<file path="src/csq_pkg.sv">
// Shared constants, types and pattern tables of the chord pattern sequencer.
package csq_pkg;

  localparam int MAX_HELD     = 16;
  localparam int MAX_SOUNDING = 32;
  localparam int SLOT_COUNT   = 12;
  localparam int RES_MAX      = 64;

  localparam int HELD_IW = (MAX_HELD > 1) ? $clog2(MAX_HELD) : 1;
  localparam int HELD_CW = $clog2(MAX_HELD + 1);
  localparam int SND_IW  = $clog2(MAX_SOUNDING);
  localparam int SND_CW  = $clog2(MAX_SOUNDING + 1);
  localparam int RES_CW  = $clog2(RES_MAX + 1);
  localparam int GEN_CW  = $clog2(SLOT_COUNT + MAX_HELD);
  localparam int SLOT_IW = $clog2(SLOT_COUNT);
  localparam int VAL_W   = 9;
  localparam int ROM_IW  = 7;

  localparam logic [10:0] BAR_LEN = 11'd1920;

  localparam logic [1:0] ACT_ON   = 2'd0;
  localparam logic [1:0] ACT_OFF  = 2'd1;
  localparam logic [1:0] ACT_TICK = 2'd2;

  localparam logic [1:0] PAT_PIANO  = 2'd0;
  localparam logic [1:0] PAT_GUITAR = 2'd1;
  localparam logic [1:0] PAT_SYNTH  = 2'd2;

  localparam logic KIND_ON  = 1'b0;
  localparam logic KIND_OFF = 1'b1;

  typedef enum logic [1:0] {EV_PASS, EV_HELD_ON, EV_HELD_OFF, EV_TICK} ev_t;

  typedef struct packed {
    ev_t         ev;
    logic        act_off;
    logic [6:0]  note;
    logic [6:0]  vel;
    logic [3:0]  ch;
    logic [10:0] now;
    logic        full;
  } item_t;

  typedef struct packed {
    logic       kind;
    logic [7:0] note;
    logic [6:0] vel;
    logic [3:0] ch;
    logic       last;
  } res_t;

  typedef struct packed {
    logic [10:0] t;
    logic        off;
    logic [6:0]  d1;
    logic [6:0]  d2;
  } rom_item_t;

  localparam logic N_ = KIND_ON;
  localparam logic F_ = KIND_OFF;

  function automatic logic [ROM_IW-1:0] rom_len(input logic [1:0] psel);
    logic [ROM_IW-1:0] r;
    case (psel)
      PAT_PIANO:  r = 7'd16;
      PAT_GUITAR: r = 7'd79;
      PAT_SYNTH:  r = 7'd60;
      default:    r = 7'd0;
    endcase
    return r;
  endfunction

  function automatic rom_item_t rom_piano(input logic [ROM_IW-1:0] i);
    rom_item_t r;
    case (i)
      7'd0:  r = {11'd0, N_, 7'h3C, 7'h6B};     7'd1:  r = {11'd240, N_, 7'h3D, 7'h5C};
      7'd2:  r = {11'd480, N_, 7'h3E, 7'h64};   7'd3:  r = {11'd720, F_, 7'h3C, 7'h40};
      7'd4:  r = {11'd720, N_, 7'h3C, 7'h50};   7'd5:  r = {11'd960, N_, 7'h3F, 7'h6F};
      7'd6:  r = {11'd1200, F_, 7'h3E, 7'h40};  7'd7:  r = {11'd1200, N_, 7'h3E, 7'h64};
      7'd8:  r = {11'd1440, F_, 7'h3D, 7'h40};  7'd9:  r = {11'd1440, N_, 7'h3D, 7'h52};
      7'd10: r = {11'd1680, F_, 7'h3C, 7'h40};  7'd11: r = {11'd1680, N_, 7'h3C, 7'h4B};
      7'd12: r = {11'd1920, F_, 7'h3F, 7'h40};  7'd13: r = {11'd1920, F_, 7'h3E, 7'h40};
      7'd14: r = {11'd1920, F_, 7'h3D, 7'h40};  7'd15: r = {11'd1920, F_, 7'h3C, 7'h40};
      default: r = '0;
    endcase
    return r;
  endfunction

  function automatic rom_item_t rom_guitar(input logic [ROM_IW-1:0] i);
    rom_item_t r;
    case (i)
      7'd0:  r = {11'd0, N_, 7'h30, 7'h69};     7'd1:  r = {11'd0, N_, 7'h32, 7'h5D};
      7'd2:  r = {11'd0, N_, 7'h3C, 7'h69};     7'd3:  r = {11'd0, N_, 7'h3D, 7'h69};
      7'd4:  r = {11'd0, N_, 7'h3E, 7'h69};     7'd5:  r = {11'd0, N_, 7'h3F, 7'h69};
      7'd6:  r = {11'd240, N_, 7'h32, 7'h1B};   7'd7:  r = {11'd240, N_, 7'h3C, 7'h17};
      7'd8:  r = {11'd240, N_, 7'h3D, 7'h27};   7'd9:  r = {11'd240, N_, 7'h3E, 7'h22};
      7'd10: r = {11'd240, N_, 7'h3F, 7'h27};   7'd11: r = {11'd480, N_, 7'h30, 7'h51};
      7'd12: r = {11'd480, N_, 7'h32, 7'h45};   7'd13: r = {11'd480, N_, 7'h3C, 7'h43};
      7'd14: r = {11'd480, N_, 7'h3D, 7'h43};   7'd15: r = {11'd480, N_, 7'h3E, 7'h43};
      7'd16: r = {11'd480, N_, 7'h3F, 7'h43};   7'd17: r = {11'd720, F_, 7'h30, 7'h40};
      7'd18: r = {11'd720, F_, 7'h32, 7'h40};   7'd19: r = {11'd720, F_, 7'h3C, 7'h40};
      7'd20: r = {11'd720, F_, 7'h3D, 7'h40};   7'd21: r = {11'd720, F_, 7'h3E, 7'h40};
      7'd22: r = {11'd720, F_, 7'h3F, 7'h40};   7'd23: r = {11'd720, N_, 7'h3C, 7'h32};
      7'd24: r = {11'd720, N_, 7'h3D, 7'h32};   7'd25: r = {11'd720, N_, 7'h3E, 7'h32};
      7'd26: r = {11'd720, N_, 7'h3F, 7'h32};   7'd27: r = {11'd780, F_, 7'h3C, 7'h40};
      7'd28: r = {11'd780, F_, 7'h3D, 7'h40};   7'd29: r = {11'd780, F_, 7'h3E, 7'h40};
      7'd30: r = {11'd780, F_, 7'h3F, 7'h40};   7'd31: r = {11'd840, N_, 7'h30, 7'h6D};
      7'd32: r = {11'd840, N_, 7'h32, 7'h61};   7'd33: r = {11'd840, N_, 7'h3C, 7'h6D};
      7'd34: r = {11'd840, N_, 7'h3D, 7'h6D};   7'd35: r = {11'd840, N_, 7'h3E, 7'h6D};
      7'd36: r = {11'd840, N_, 7'h3F, 7'h6D};   7'd37: r = {11'd1080, N_, 7'h3C, 7'h47};
      7'd38: r = {11'd1080, N_, 7'h3D, 7'h47};  7'd39: r = {11'd1080, N_, 7'h3E, 7'h47};
      7'd40: r = {11'd1080, N_, 7'h3F, 7'h47};  7'd41: r = {11'd1200, N_, 7'h30, 7'h30};
      7'd42: r = {11'd1200, N_, 7'h32, 7'h24};  7'd43: r = {11'd1200, N_, 7'h3C, 7'h30};
      7'd44: r = {11'd1200, N_, 7'h3D, 7'h30};  7'd45: r = {11'd1200, N_, 7'h3E, 7'h30};
      7'd46: r = {11'd1200, N_, 7'h3F, 7'h30};  7'd47: r = {11'd1440, N_, 7'h30, 7'h51};
      7'd48: r = {11'd1440, N_, 7'h32, 7'h45};  7'd49: r = {11'd1440, N_, 7'h3C, 7'h51};
      7'd50: r = {11'd1440, N_, 7'h3D, 7'h51};  7'd51: r = {11'd1440, N_, 7'h3E, 7'h51};
      7'd52: r = {11'd1440, N_, 7'h3F, 7'h51};  7'd53: r = {11'd1680, F_, 7'h30, 7'h40};
      7'd54: r = {11'd1680, F_, 7'h32, 7'h40};  7'd55: r = {11'd1680, F_, 7'h3C, 7'h40};
      7'd56: r = {11'd1680, F_, 7'h3D, 7'h40};  7'd57: r = {11'd1680, F_, 7'h3E, 7'h40};
      7'd58: r = {11'd1680, F_, 7'h3F, 7'h40};  7'd59: r = {11'd1680, N_, 7'h30, 7'h2A};
      7'd60: r = {11'd1680, N_, 7'h32, 7'h1E};  7'd61: r = {11'd1680, N_, 7'h3C, 7'h1F};
      7'd62: r = {11'd1680, N_, 7'h3D, 7'h1F};  7'd63: r = {11'd1680, N_, 7'h3E, 7'h1F};
      7'd64: r = {11'd1680, N_, 7'h3F, 7'h1F};  7'd65: r = {11'd1740, F_, 7'h30, 7'h40};
      7'd66: r = {11'd1740, F_, 7'h32, 7'h40};  7'd67: r = {11'd1740, F_, 7'h3C, 7'h40};
      7'd68: r = {11'd1740, F_, 7'h3D, 7'h40};  7'd69: r = {11'd1740, F_, 7'h3E, 7'h40};
      7'd70: r = {11'd1740, F_, 7'h3F, 7'h40};  7'd71: r = {11'd1800, N_, 7'h3C, 7'h3A};
      7'd72: r = {11'd1800, N_, 7'h3D, 7'h3A};  7'd73: r = {11'd1800, N_, 7'h3E, 7'h3A};
      7'd74: r = {11'd1800, N_, 7'h3F, 7'h3A};  7'd75: r = {11'd1920, F_, 7'h3C, 7'h40};
      7'd76: r = {11'd1920, F_, 7'h3D, 7'h40};  7'd77: r = {11'd1920, F_, 7'h3E, 7'h40};
      7'd78: r = {11'd1920, F_, 7'h3F, 7'h40};
      default: r = '0;
    endcase
    return r;
  endfunction

  function automatic rom_item_t rom_synth(input logic [ROM_IW-1:0] i);
    rom_item_t r;
    case (i)
      7'd0:  r = {11'd0, N_, 7'h30, 7'h41};     7'd1:  r = {11'd0, N_, 7'h32, 7'h41};
      7'd2:  r = {11'd0, N_, 7'h3C, 7'h74};     7'd3:  r = {11'd0, N_, 7'h3D, 7'h74};
      7'd4:  r = {11'd0, N_, 7'h3E, 7'h74};     7'd5:  r = {11'd0, N_, 7'h3F, 7'h74};
      7'd6:  r = {11'd360, F_, 7'h30, 7'h40};   7'd7:  r = {11'd360, F_, 7'h32, 7'h40};
      7'd8:  r = {11'd360, F_, 7'h3C, 7'h40};   7'd9:  r = {11'd360, F_, 7'h3D, 7'h40};
      7'd10: r = {11'd360, F_, 7'h3E, 7'h40};   7'd11: r = {11'd360, F_, 7'h3F, 7'h40};
      7'd12: r = {11'd360, N_, 7'h30, 7'h41};   7'd13: r = {11'd360, N_, 7'h32, 7'h41};
      7'd14: r = {11'd360, N_, 7'h3C, 7'h74};   7'd15: r = {11'd360, N_, 7'h3D, 7'h74};
      7'd16: r = {11'd360, N_, 7'h3E, 7'h74};   7'd17: r = {11'd360, N_, 7'h3F, 7'h74};
      7'd18: r = {11'd480, F_, 7'h30, 7'h40};   7'd19: r = {11'd480, F_, 7'h32, 7'h40};
      7'd20: r = {11'd480, F_, 7'h3C, 7'h40};   7'd21: r = {11'd480, F_, 7'h3D, 7'h40};
      7'd22: r = {11'd480, F_, 7'h3E, 7'h40};   7'd23: r = {11'd480, F_, 7'h3F, 7'h40};
      7'd24: r = {11'd720, N_, 7'h30, 7'h41};   7'd25: r = {11'd720, N_, 7'h32, 7'h41};
      7'd26: r = {11'd720, N_, 7'h3C, 7'h74};   7'd27: r = {11'd720, N_, 7'h3D, 7'h74};
      7'd28: r = {11'd720, N_, 7'h3E, 7'h74};   7'd29: r = {11'd720, N_, 7'h3F, 7'h74};
      7'd30: r = {11'd960, F_, 7'h30, 7'h40};   7'd31: r = {11'd960, F_, 7'h32, 7'h40};
      7'd32: r = {11'd960, F_, 7'h3C, 7'h40};   7'd33: r = {11'd960, F_, 7'h3D, 7'h40};
      7'd34: r = {11'd960, F_, 7'h3E, 7'h40};   7'd35: r = {11'd960, F_, 7'h3F, 7'h40};
      7'd36: r = {11'd1200, N_, 7'h30, 7'h41};  7'd37: r = {11'd1200, N_, 7'h32, 7'h41};
      7'd38: r = {11'd1200, N_, 7'h3C, 7'h74};  7'd39: r = {11'd1200, N_, 7'h3D, 7'h74};
      7'd40: r = {11'd1200, N_, 7'h3E, 7'h74};  7'd41: r = {11'd1200, N_, 7'h3F, 7'h74};
      7'd42: r = {11'd1560, F_, 7'h30, 7'h40};  7'd43: r = {11'd1560, F_, 7'h32, 7'h40};
      7'd44: r = {11'd1560, F_, 7'h3C, 7'h40};  7'd45: r = {11'd1560, F_, 7'h3D, 7'h40};
      7'd46: r = {11'd1560, F_, 7'h3E, 7'h40};  7'd47: r = {11'd1560, F_, 7'h3F, 7'h40};
      7'd48: r = {11'd1560, N_, 7'h30, 7'h41};  7'd49: r = {11'd1560, N_, 7'h32, 7'h41};
      7'd50: r = {11'd1560, N_, 7'h3C, 7'h74};  7'd51: r = {11'd1560, N_, 7'h3D, 7'h74};
      7'd52: r = {11'd1560, N_, 7'h3E, 7'h74};  7'd53: r = {11'd1560, N_, 7'h3F, 7'h74};
      7'd54: r = {11'd1680, F_, 7'h30, 7'h40};  7'd55: r = {11'd1680, F_, 7'h32, 7'h40};
      7'd56: r = {11'd1680, F_, 7'h3C, 7'h40};  7'd57: r = {11'd1680, F_, 7'h3D, 7'h40};
      7'd58: r = {11'd1680, F_, 7'h3E, 7'h40};  7'd59: r = {11'd1680, F_, 7'h3F, 7'h40};
      default: r = '0;
    endcase
    return r;
  endfunction

  function automatic rom_item_t rom_read(input logic [1:0] psel, input logic [ROM_IW-1:0] i);
    rom_item_t r;
    case (psel)
      PAT_PIANO:  r = rom_piano(i);
      PAT_GUITAR: r = rom_guitar(i);
      PAT_SYNTH:  r = rom_synth(i);
      default:    r = '0;
    endcase
    return r;
  endfunction

endpackage

</file>
<file path="src/csq_if.sv">
// Channel interfaces of the chord pattern sequencer: input, result and configuration.
interface csq_in_if;
  logic        valid;
  logic        ready;
  logic [1:0]  action;
  logic [6:0]  note;
  logic [6:0]  velocity;
  logic [3:0]  channel;
  logic [10:0] bar_pos;
  logic        full_beat;
  modport source (output valid, action, note, velocity, channel, bar_pos, full_beat,
                  input ready);
  modport sink (input valid, action, note, velocity, channel, bar_pos, full_beat,
                output ready);
endinterface


</file>
<file path="src/csq_front.sv">
// Front end: accepts input beats, classifies them and queues them for the back end.
module csq_front (
  input  logic           clk,
  input  logic           rst_n,
  csq_in_if.sink         in_ch,
  output logic           q_valid,
  output csq_pkg::item_t q_item,
  input  logic           q_pop
);
  import csq_pkg::*;

  item_t      q_r [2];
  logic       wp_r, rp_r;
  logic [1:0] cnt_r;
  item_t      cls;
  logic       push;

  assign in_ch.ready = (cnt_r != 2'd2);
  // An unknown action is taken and dropped here.
  assign push    = in_ch.valid && in_ch.ready && (in_ch.action != 2'd3);
  assign q_valid = (cnt_r != 2'd0);
  assign q_item  = q_r[rp_r];

  always_comb begin
    cls.act_off = (in_ch.action == ACT_OFF);
    cls.note    = in_ch.note;
    cls.vel     = in_ch.velocity;
    cls.ch      = in_ch.channel;
    cls.full    = in_ch.full_beat;
    cls.now     = (in_ch.bar_pos >= BAR_LEN) ? in_ch.bar_pos - BAR_LEN
                                             : in_ch.bar_pos;
    if (in_ch.action == ACT_TICK) begin
      cls.ev = EV_TICK;
    end else if (in_ch.channel != 4'd0) begin
      cls.ev = EV_PASS;
    end else if (in_ch.action == ACT_ON) begin
      cls.ev = EV_HELD_ON;
    end else begin
      cls.ev = EV_HELD_OFF;
    end
  end

  always_ff @(posedge clk) begin
    if (!rst_n) begin
      wp_r  <= 1'b0;
      rp_r  <= 1'b0;
      cnt_r <= 2'd0;
    end else begin
      if (push) wp_r <= ~wp_r;
      if (q_pop) rp_r <= ~rp_r;
      cnt_r <= cnt_r + 2'(push) - 2'(q_pop);
    end
  end

  always_ff @(posedge clk) begin
    if (push) q_r[wp_r] <= cls;
  end
endmodule

</file>
<file path="src/flat_wrapper.sv">
// flat-port wrapper written by rule: the top's interface ports become plain ports
module csq_front_flat import csq_pkg::*;
  (clk, rst_n, q_valid, q_item, q_pop, in_ch_valid, in_ch_action, in_ch_note, in_ch_velocity, in_ch_channel, in_ch_bar_pos, in_ch_full_beat, in_ch_ready);
  csq_in_if in_ch_i ();
  input  logic clk;
  input  logic rst_n;
  output logic q_valid;
  output csq_pkg::item_t q_item;
  input  logic q_pop;
  input wire logic [$bits(in_ch_i.valid)-1:0] in_ch_valid;
  input wire logic [$bits(in_ch_i.action)-1:0] in_ch_action;
  input wire logic [$bits(in_ch_i.note)-1:0] in_ch_note;
  input wire logic [$bits(in_ch_i.velocity)-1:0] in_ch_velocity;
  input wire logic [$bits(in_ch_i.channel)-1:0] in_ch_channel;
  input wire logic [$bits(in_ch_i.bar_pos)-1:0] in_ch_bar_pos;
  input wire logic [$bits(in_ch_i.full_beat)-1:0] in_ch_full_beat;
  output wire logic [$bits(in_ch_i.ready)-1:0] in_ch_ready;
  assign in_ch_i.valid = in_ch_valid;
  assign in_ch_i.action = in_ch_action;
  assign in_ch_i.note = in_ch_note;
  assign in_ch_i.velocity = in_ch_velocity;
  assign in_ch_i.channel = in_ch_channel;
  assign in_ch_i.bar_pos = in_ch_bar_pos;
  assign in_ch_i.full_beat = in_ch_full_beat;
  assign in_ch_ready = in_ch_i.ready;
  csq_front u_core (.clk(clk), .rst_n(rst_n), .in_ch(in_ch_i), .q_valid(q_valid), .q_item(q_item), .q_pop(q_pop));
endmodule
</file>
<file path="config.mk">
export PLATFORM = sky130hd
export DESIGN_NAME = csq_front_flat
export DESIGN_NICKNAME = d
export VERILOG_FILES = /design/src/csq_pkg.sv /design/src/csq_if.sv /design/src/csq_front.sv /design/src/flat_wrapper.sv
export SDC_FILE = /design/constraint.sdc
export NUM_CORES = 1
export LEC_CHECK = 0
export CORE_MARGIN = 4
export CORE_UTILIZATION = 50
export CTS_CLUSTER_DIAMETER = 100
export DETAILED_ROUTE_END_ITERATION = 6
export DONT_BUFFER_PORTS = 1
export HOLD_SLACK_MARGIN = 0.06
export SYNTH_ARGS = -nofsm -noshare
export SYNTH_HDL_FRONTEND = slang
export SYNTH_SLANG_ARGS = --single-unit
</file>
<file path="constraint.sdc">
create_clock -name clk -period 7.7 [get_ports clk]
set_input_delay 1.54 -clock clk [delete_from_list [all_inputs] [get_ports clk]]
set_output_delay 1.54 -clock clk [all_outputs]
set_load 0.05 [all_outputs]
</file>
# Word-level counts from Yosys, hierarchy flattened
# Memory sizes are Yosys's and may differ from the RTL's. A register that Yosys moved wholly into a read port is not among the register bits.
# Cells that the tools add are included.
# op_classes
mux	8
order_cmp	1
reduce_logical	5
n_bitwise	2
eq_ne	4
add_sub_neg	3
# ops
op	count
$ge A11 B11 Y1 const B	1
$mux W11	1
$sub A11 B11 Y11 const B	1
$mux W2	3
$mux W1	4
$ne A2 B2 Y1 const B	2
$reduce_bool A4 Y1	1
$add A2 B1 Y2	1
$eq A2 B1 Y1 const B	1
$eq A2 B2 Y1 const B	1
$logic_and A1 B1 Y1	2
$logic_not A2 Y1	1
$not A1 Y1	2
$reduce_bool A2 Y1	1
$sub A2 B1 Y2	1
# word_totals
input_bits	36
n_memories	1
output_inout_bits	35
elab_cells	27
ff_bits	4
ram_bits	66
# memory_table
memory	depth	word_bits	rd	rd_clocked_by_memory_dff	write_ports	line	text
u_core.q_r	2	33	1	1	1	csq_front.sv:12	item_t q_r [2];

# Logic depth before layout (Yosys ltp)
# Gate-level depths: netlist (run 1).
# logic_depth
word_depth	5
mapped_depth	6
mapped_depth_nobuf	6

# Least setup slack after synthesis (run 1)
# Ideal clock, no wire load.
# synth_path
path_type	in2reg
start	input in_ch_action[0]
end	memory u_core.q_r[0][0] (netlist name), enable pin
cell_stages	3
slack_ns	3.953
arrival_time_ns	3.321
path_cell_list	nand2_1 > and3_1 > nor2b_1
# synth_between
elab_chain_cells	4
# synth_rtl
element	line	text
from (decl)	flat_wrapper.sv:11	input wire logic [$bits(in_ch_i.action)-1:0] in_ch_action;
$ne A2 B2 Y1	csq_front.sv:20	assign push = in_ch.valid && in_ch.ready && (in_ch.action != 2'd3);
$logic_and A1 B1 Y1	csq_front.sv:20	
named net u_core.push	csq_front.sv:16	logic push;
$mux W1	csq_front.sv:56	if (push) q_r[wp_r] <= cls;
$mux W1 (not written as such)	csq_front.sv:56	
to (decl)	csq_front.sv:12	
# The timed path passes the listed nets, and every way through them passes these cells.

==> results of run 1 <==
[cell usage after synthesis, drive strengths merged]
library cell | number | area share (%)
edfxtp | 66 | 71
nor4 | 2 | 0.45
xnor2 | 2 | 0.63
nand2b | 2 | 0.45
inv | 2 | 0.27
a21oi | 1 | 0.18
and2 | 6 | 1.4
mux2i | 2 | 0.72
dfxtp | 5 | 3.6
nor4b | 1 | 0.85
nand2 | 5 | 0.67
and3 | 1 | 0.22
a21boi | 1 | 0.27
nor2 | 3 | 0.40
xor2 | 1 | 0.31
nor2b | 2 | 0.45
nand3 | 2 | 0.36
a31oi | 2 | 0.45
or2 | 1 | 0.22
o21ai | 1 | 0.18
ha | 3 | 1.3
mux2 | 34 | 14
buf | 4 | 1.4
a32o | 1 | 0.36
[metal layers]
metal / GRT usage, % / up-vias / part of all wire (%)
li1: - / 595 / -
met1: 13.6 / 624 / 36
met2: 25.0 / 46 / 55
met3: 6.07 / 2 / 8.7
met4: 8.17 / 0 / 0.45
met5: 0 / - / 0
[worst paths after layout]
check,endpoint,slack (ns),cells past startpoint
max,q_item[31],4.40,2
min,u_core.wp_r,0.52,2
max reg2reg,u_core.q_r[0][26],5.37,3
min reg2reg,u_core.wp_r,0.52,2
[logic make-up after synthesis]
group | count (synthesis) | synth area share, %
compound gates | 6 | 1.44
xor+xnor | 3 | 0.943
fa+ha+maj | 3 | 1.35
buf+inv | 6 | 1.66
flops | 71 | 74.7
mux | 36 | 14.5
simple gates | 25 | 5.48
[metrics by stage]
step,total power [uW],hold WS [ns],setup slack [ns]
finish,1020,0.518,4.40
global route,1060,0.557,4.29
CTS,1030,0.521,4.34
detailed placement,719,0.511,4.63
global placement,714,0.493,4.69
floorplan,695,0.451,3.95
[state kept, by name, indices dropped and copies added, names as in the netlist, named ones only]
name          count
u_core.cnt_r      2
u_core.q_r       66
u_core.rp_r       1
u_core.wp_r       1
[worst max-delay path, delay by kind of cell (launching register included)]
kind,cells,cell delay (ns)
flops,1,0.51
mux,1,0.52
buf+inv,1,0.40
[cell usage in the layout, fill, tap and decap left out]
cell type	n
edfxtp_1	66
ha_1	3
clkinv_1	1
or2_2	1
buf_4	2
nor2b_4	1
nand2_1	5
a21oi_1	1
bufinv_16	2
mux2i_1	2
nor4_1	2
nor4b_4	1
dfxtp_1	5
a21boi_0	1
and2_2	1
clkinv_2	3
clkbuf_8	9
nand2b_1	2
a32o_1	1
nand3_1	2
and3_1	1
xor2_1	1
a31oi_1	2
o21ai_0	1
inv_1	2
mux2_2	34
clkinv_4	1
nor2b_1	1
and2_1	5
xnor2_1	2
nor2_1	3
[layout make-up]
type,instances,area share [%]
sequential,71,67.8
clock inverter,7,2.85
inverter,2,0.244
tap,70,2.85
multi-input combinational,73,21.7
timing repair buffer,2,0.489
clock buffer,9,4.03
[report_power, final]
part           leakage, uW  switching [uW]  internal [uW]
Clock             0.000110             127            180
Sequential        0.000652            13.6            475
Combinational     0.000271             171           48.0
==> run summary, run 1 <==
Status = finished clean
1st-iter DRT viols = 71
Die height = 82.7 um
CTS Buf Count = 9
Gr usage total = 14.1%
ANT nets after route = 0
GPL Wtd Cong = 0.622
Hold Crit Start = u_core.wp_r
Ports = 71
Fmax achieved = 303 MHz
Mean Syn Cell Area = 18.6 um^2
Clk_lat worst skew = 0.32 ns
DP HPWL = 3040 um
Yosys warns = 0
Router iterations before antenna repair = 4
Worst VDD drop = 218 uV
Endpoints failing setup = 0
Tightest Pin Transition = 0.941 ns
WL final = 4470 um
FF+latch area = 2080 um^2
Seq/Total Area, Yosys = 74.7%
Ant diodes = 0
CP Capture Type = primary output
Reg clk slew, reported paths = 0.07 ns
Seq cells post-synth = 71
Drc violations = 0
Core ar. = 5270 um^2
Unrepaired setup endpoints after global routing = no
Filler cells = 436
Layout net count = 198
Post-synthesis cell area = 2790 um^2
Post-Place Cells = 218
Clock sink count = 71
Leakage = 0.00103 uW
Die Wd = 82.7 um
Placed Area = 2860 um^2
Hold Fails Final Rpt = 0
Crit path DAT = 1.76 ns
Max FO, Critical Path = 26
Post-CTS Setup Inserts = 0
Number of global-route vias before repair = 1429
Cell Pwr Density = 331 nW/um^2
IO buf count = 0
Final core utilization = 58.3%
Fin Setup TNS = 0 ns
Final clock period utilization by the worst path = 42.9%
MaxCap Viol Count = 0
Average wire per standard cell = 19.1 um
Slew margin rel. = 37.2%
Root Driver = clkbuf_8
H-tree Lvls = 3
Combined area of the multi-input logic cells = 667 um^2
Max-slew violations = 0
Library cells used by synthesis = 26
Rows = 26
CTS tree = yes
P&R area growth vs syn = 10.1%
Worst Hold Class = flop to flop
Setup Crit Path Kind = flop to primary output
GRT overflow = 0
CP startpoint kind = flop
Final cell count without fillers = 234
Tmin final = 3.30 ns
CP required = 6.16 ns
Initial Utilization = 52.9%
CTS Buffer Depth = 2
Largest net degree at the start of global routing = 34
Post-Synthesis Net Count = 189
Share of cells above drive strength 1 = 33.5%
First-pass GRT wire length = 6800 um
Crit-path max cell delay = 0.52 ns
Clock skew = 0.00571 ns
CTS Hold Buffers Added = 0
Cell area after layout = 3070 um^2
Post-CTS sizing = 0
Worst R2R Start = u_core.cnt_r[0]
Vias per Instance = 5.41
Antenna violations before repair = 0
Slowest stage cell, crit path = mux2_2
Post-Synthesis Cells = 150
Die Area = 6830 um^2
Vias = 1267
Sequence of cells on the critical path = buf_4, mux2_2
No activity file was read; power rests on OpenSTA's default activity.
==> run 2, diff against run 1 <==
==> constraint.sdc (replaced) <==
create_clock -name clk -period 3.09 [get_ports clk]
set_input_delay 0.618 -clock clk [delete_from_list [all_inputs] [get_ports clk]]
set_output_delay 0.618 -clock clk [all_outputs]
set_load 0.05 [all_outputs]
==> run 2 against run 1 <==
Against the previous run:
- sequential cell count is the same
- largest cell class unchanged
- critical endpoint is now q_item[29]
- combinational power increased to 2.6 times the previous value
- critical path type unchanged
- global-route usage down 0.40 points
==> run summary, run 2 (synthesized netlist as in run 1, its figures left out) <==
Status = finished clean
Largest register FFs = 66
Cell Pwr Density = 824 nW/um^2
Power consumption = 2540 uW
Layout net count = 200
Tmin final = 2.39 ns
Final clock period utilization by the worst path = 77.4%
Initial Utilization = 52.9%
Ports = 71
MaxCap Viol Count = 0
Clock skew = 0.00605 ns
1st-iter DRT viols = 70
Hold WS = 0.384 ns
IO buf count = 0
CP startpoint kind = flop
Rows = 26
Antenna violations before repair = 0
Max-slew violations = 0
CTS tree = yes
First-pass GRT wire length = 6640 um
Pre-CTS setup slack = 0.885 ns
Root Driver = clkbuf_8
Clock sink count = 71
Clk_lat worst skew = 0.32 ns
WL final = 4530 um
Share of cells above drive strength 1 = 34.3%
Die height = 82.7 um
CP Capture Type = primary output
Tightest Pin Transition = 0.745 ns
Slew margin rel. = 50.3%
Worst Hold Class = input port to flop
ANT nets after route = 0
Max FO, Critical Path = 26
CTS Buffer Depth = 2
CTS Hold Buffers Added = 0
CTS Buf Count = 9
Router iterations before antenna repair = 4
Worst VDD drop = 431 uV
Reg clk slew, reported paths = 0.07 ns
Post-Place Cells = 220
P&R area growth vs syn = 10.7%
Gr usage total = 13.7%
Ant diodes = 0
Fin Setup TNS = 0 ns
Hold Fails Final Rpt = 0
Commonest non-fill, non-tap cell in the layout = edfxtp_1
Post-CTS Setup Inserts = 0
GPL Wtd Cong = 0.620
Vias per Instance = 5.40
Core ar. = 5270 um^2
Most frequent cells in the layout = 66 x edfxtp_1, 34 x mux2_2, 9 x clkbuf_8
Vias = 1274
Final cell count without fillers = 236
Crit path DAT = 1.77 ns
Drc violations = 0
Largest net degree at the start of global routing = 27
DP HPWL = 3130 um
CP required = 2.47 ns
Top reg by flops = u_core.q_r
Leakage = 0.00103 uW
Die Wd = 82.7 um
H-tree Lvls = 3
Endpoints failing setup = 0
Average wire per standard cell = 19.2 um
Biggest regs = u_core.q_r: 66 flops, u_core.cnt_r: 2 flops
Die Area = 6830 um^2
Fmax achieved = 418 MHz
Setup ws final = 0.698 ns
Post-CTS sizing = 0
GRT overflow = 0
Setup Crit Path Kind = flop to primary output
Unrepaired setup endpoints after global routing = no
Number of global-route vias before repair = 1350
[run 2: per-layer routing]
layer / up-vias / track usage (%) / routed length, um
met3: 4 / 5.21 / 432
met2: 58 / 24.6 / 2490
met4: 0 / 7.35 / 34
met1: 617 / 13.6 / 1570
met5: - / 0 / 0
li1: 595 / - / -
[run 2: final cells by class]
class	instances	area, um^2
Clock buffer	10	128
Clock inverter	6	85.1
Fill cell	414	2180
Inverter	2	7.51
Multi-Input combinational cell	73	667
Sequential cell	71	2080
Tap cell	70	87.6
Timing Repair Buffer	4	30.0
[run 2: path summary, 6_finish.rpt]
path	from	end	slack [ns]	cells past startpoint
setup reg to reg	u_core.cnt_r[0]	u_core.q_r[0][28]	0.92	5
hold reg to reg	u_core.wp_r	u_core.wp_r	0.54	2
hold / removal	in_ch_velocity[5]	u_core.q_r[1][21]	0.38	0
setup / recovery	flop	q_item[29]	0.70	2
[run 2: critical path, stage by stage (launching register included)]
cell	delay [ns]
dfxtp_1	0.54
buf_4	0.40
mux2_2	0.51
[run 2: power by group]
part | internal, uW | switching, uW
Combinational | 130 | 432
Clock | 452 | 317
Sequential | 1180 | 32.7
Total | 1760 | 781
[run 2: stage by stage]
step	util [%]	area, um^2
global placement	54.5	2870
global route	58.6	3090
CTS	58.6	3090
finish	58.6	3090
floorplan	-	2790
detailed placement	54.5	2870
==> run 3, diff against run 2 <==
==> constraint.sdc (replaced) <==
create_clock -name clk -period 2.3 [get_ports clk]
set_input_delay 0.46 -clock clk [delete_from_list [all_inputs] [get_ports clk]]
set_output_delay 0.46 -clock clk [all_outputs]
set_load 0.05 [all_outputs]
==> run 3 against run 2 <==
Against the previous run:
- register-to-register slack lost 0.10 ns
- critical path depth is the same
- wire length shrank 4.9%
- non-clock buffer count grew 3
- first-iteration DRC count shrank 4.3%
- count of clock-buffer cells in the layout shrank 1
- highest routed layer unchanged
- sequential power grew 35%
- sequential cell count is the same
- worst hold slack lost 0.17 ns
- critical path type unchanged
- largest cell class unchanged
- largest power group unchanged
==> run summary, run 3 (synthesized netlist as in run 1, its figures left out) <==
Status = finished clean
Placed Area = 2910 um^2
Post-CTS sizing = 0
Leakage = 0.00105 uW
Slowest stage cell, crit path = dfxtp_1
Setup ws final = 0.190 ns
CTS Buffer Depth = 2
Share of cells above drive strength 1 = 34.9%
Pre-CTS setup slack = 0.530 ns
DP HPWL = 3070 um
Drc violations = 0
Core ar. = 5270 um^2
GRT overflow = 0
CTS Buf Count = 9
1st-iter DRT viols = 67
Final core utilization = 58.8%
Filler cells = 424
Crit path DAT = 1.65 ns
Final clock period utilization by the worst path = 91.7%
Router iterations before antenna repair = 4
MaxCap Viol Count = 0
CP Capture Type = primary output
Average wire per standard cell = 18.0 um
Tightest Pin Transition = 0.448 ns
Crit-path leading delay family = flip-flops
P&R area growth vs syn = 11.1%
Clock skew = 0.00549 ns
Power consumption = 3310 uW
Antenna violations before repair = 0
Worst path bufs/invs = 1
Commonest non-fill, non-tap cell in the layout = edfxtp_1
Sequence of cells on the critical path = buf_4, mux2_2
Clock sink count = 71
Grt met2 use = 23.8%
GPL Wtd Cong = 0.739
Gr usage total = 13.7%
Cell area after layout = 3100 um^2
Rows = 26
IO buf count = 0
Biggest regs = u_core.q_r: 66 flops, u_core.cnt_r: 2 flops
CTS Hold Buffers Added = 0
ANT nets after route = 0
WL final = 4300 um
Vias per Instance = 5.42
CP required = 1.84 ns
Endpoints failing setup = 0
Fin Setup TNS = 0 ns
Initial Utilization = 52.9%
Tmin final = 2.11 ns
Vias = 1295
Die height = 82.7 um
First-pass GRT wire length = 6610 um
Layout net count = 203
Most frequent cells in the layout = 66 x edfxtp_1, 34 x mux2_2, 9 x clkbuf_8
Largest register FFs = 66
Max FO, Critical Path = 9
Hold Fails Final Rpt = 0
Gr busiest metal = met2
Setup Crit Path Kind = flop to primary output
Top reg by flops = u_core.q_r
Max-slew violations = 0
Reg clk slew, reported paths = 0.07 ns
Ports = 71
Unrepaired setup endpoints after global routing = no
Worst Hold Class = input port to flop
Root Driver = clkbuf_8
H-tree Lvls = 3
CP startpoint kind = flop
GRT met1 Usage = 12.7%
Number of global-route vias before repair = 1426
Post-CTS Setup Inserts = 0
Met3 usage in global routing = 7.38%
Die Area = 6830 um^2
Ant diodes = 0
Fmax achieved = 474 MHz
CTS tree = yes
Clk_lat worst skew = 0.33 ns
Crit-path max cell delay = 0.59 ns
Cell Pwr Density = 1070 nW/um^2
Die Wd = 82.7 um
Worst VDD drop = 528 uV
Slew margin rel. = 69.8%
Largest net degree at the start of global routing = 20
run 3: cell types whose count changed in the layout (fill, tap and decap cells not counted), sizes merged:
cell / before / now
clkinv: 2 / 5
clkbuf: 10 / 9
buf: 4 / 7
bufinv: 2 / 1
clkinvlp: 2 / 1
run 3: per-layer routing:
layer,part of all wire (%),vias up
li1,-,606
met1,35,625
met2,51,55
met3,12,9
met4,1.5,0
met5,0,-
run 3: worst paths after layout:
path | depth (start not counted) | endpoint | slack (ns) | from
min | 0 | u_core.q_r[0][6] | 0.22 | in_ch_bar_pos[5]
max reg2reg | 4 | u_core.q_r[1][27] | 0.82 | u_core.cnt_r[0]
max | 2 | q_item[25] | 0.19 | flop
min reg2reg | 2 | u_core.wp_r | 0.51 | u_core.wp_r
run 3: layout make-up:
| type | instances | area, um^2 | share of cell area, % |
|---|---|---|---|
| Sequential cell | 71 | 2080 | 67.2 |
| Tap cell | 70 | 87.6 | 2.83 |
| Timing Repair Buffer | 7 | 65.1 | 2.10 |
| Multi-Input combinational cell | 73 | 667 | 21.5 |
| Clock inverter | 7 | 63.8 | 2.06 |
| Clock buffer | 9 | 124 | 4.00 |
| Inverter | 2 | 7.51 | 0.242 |
run 3: where the power goes:
| group | switching, uW | internal, uW | total (uW) | leakage (uW) |
|---|---|---|---|---|
| logic | 575 | 188 | 763 | 0.000300 |
| clock network | 423 | 490 | 913 | 0.0000941 |
| registers | 46.3 | 1590 | 1630 | 0.000652 |
| total | 1040 | 2260 | 3310 | 0.00105 |
run 3: metrics by stage:
step / hold slack [ns] / std cells
5_1_grt: 0.193 / 239
4_1_cts: 0.201 / 239
2_1_floorplan: 0.485 / 150
3_5_place_dp: 0.503 / 223
6_report: 0.218 / 239
3_3_place_gp: 0.496 / 223
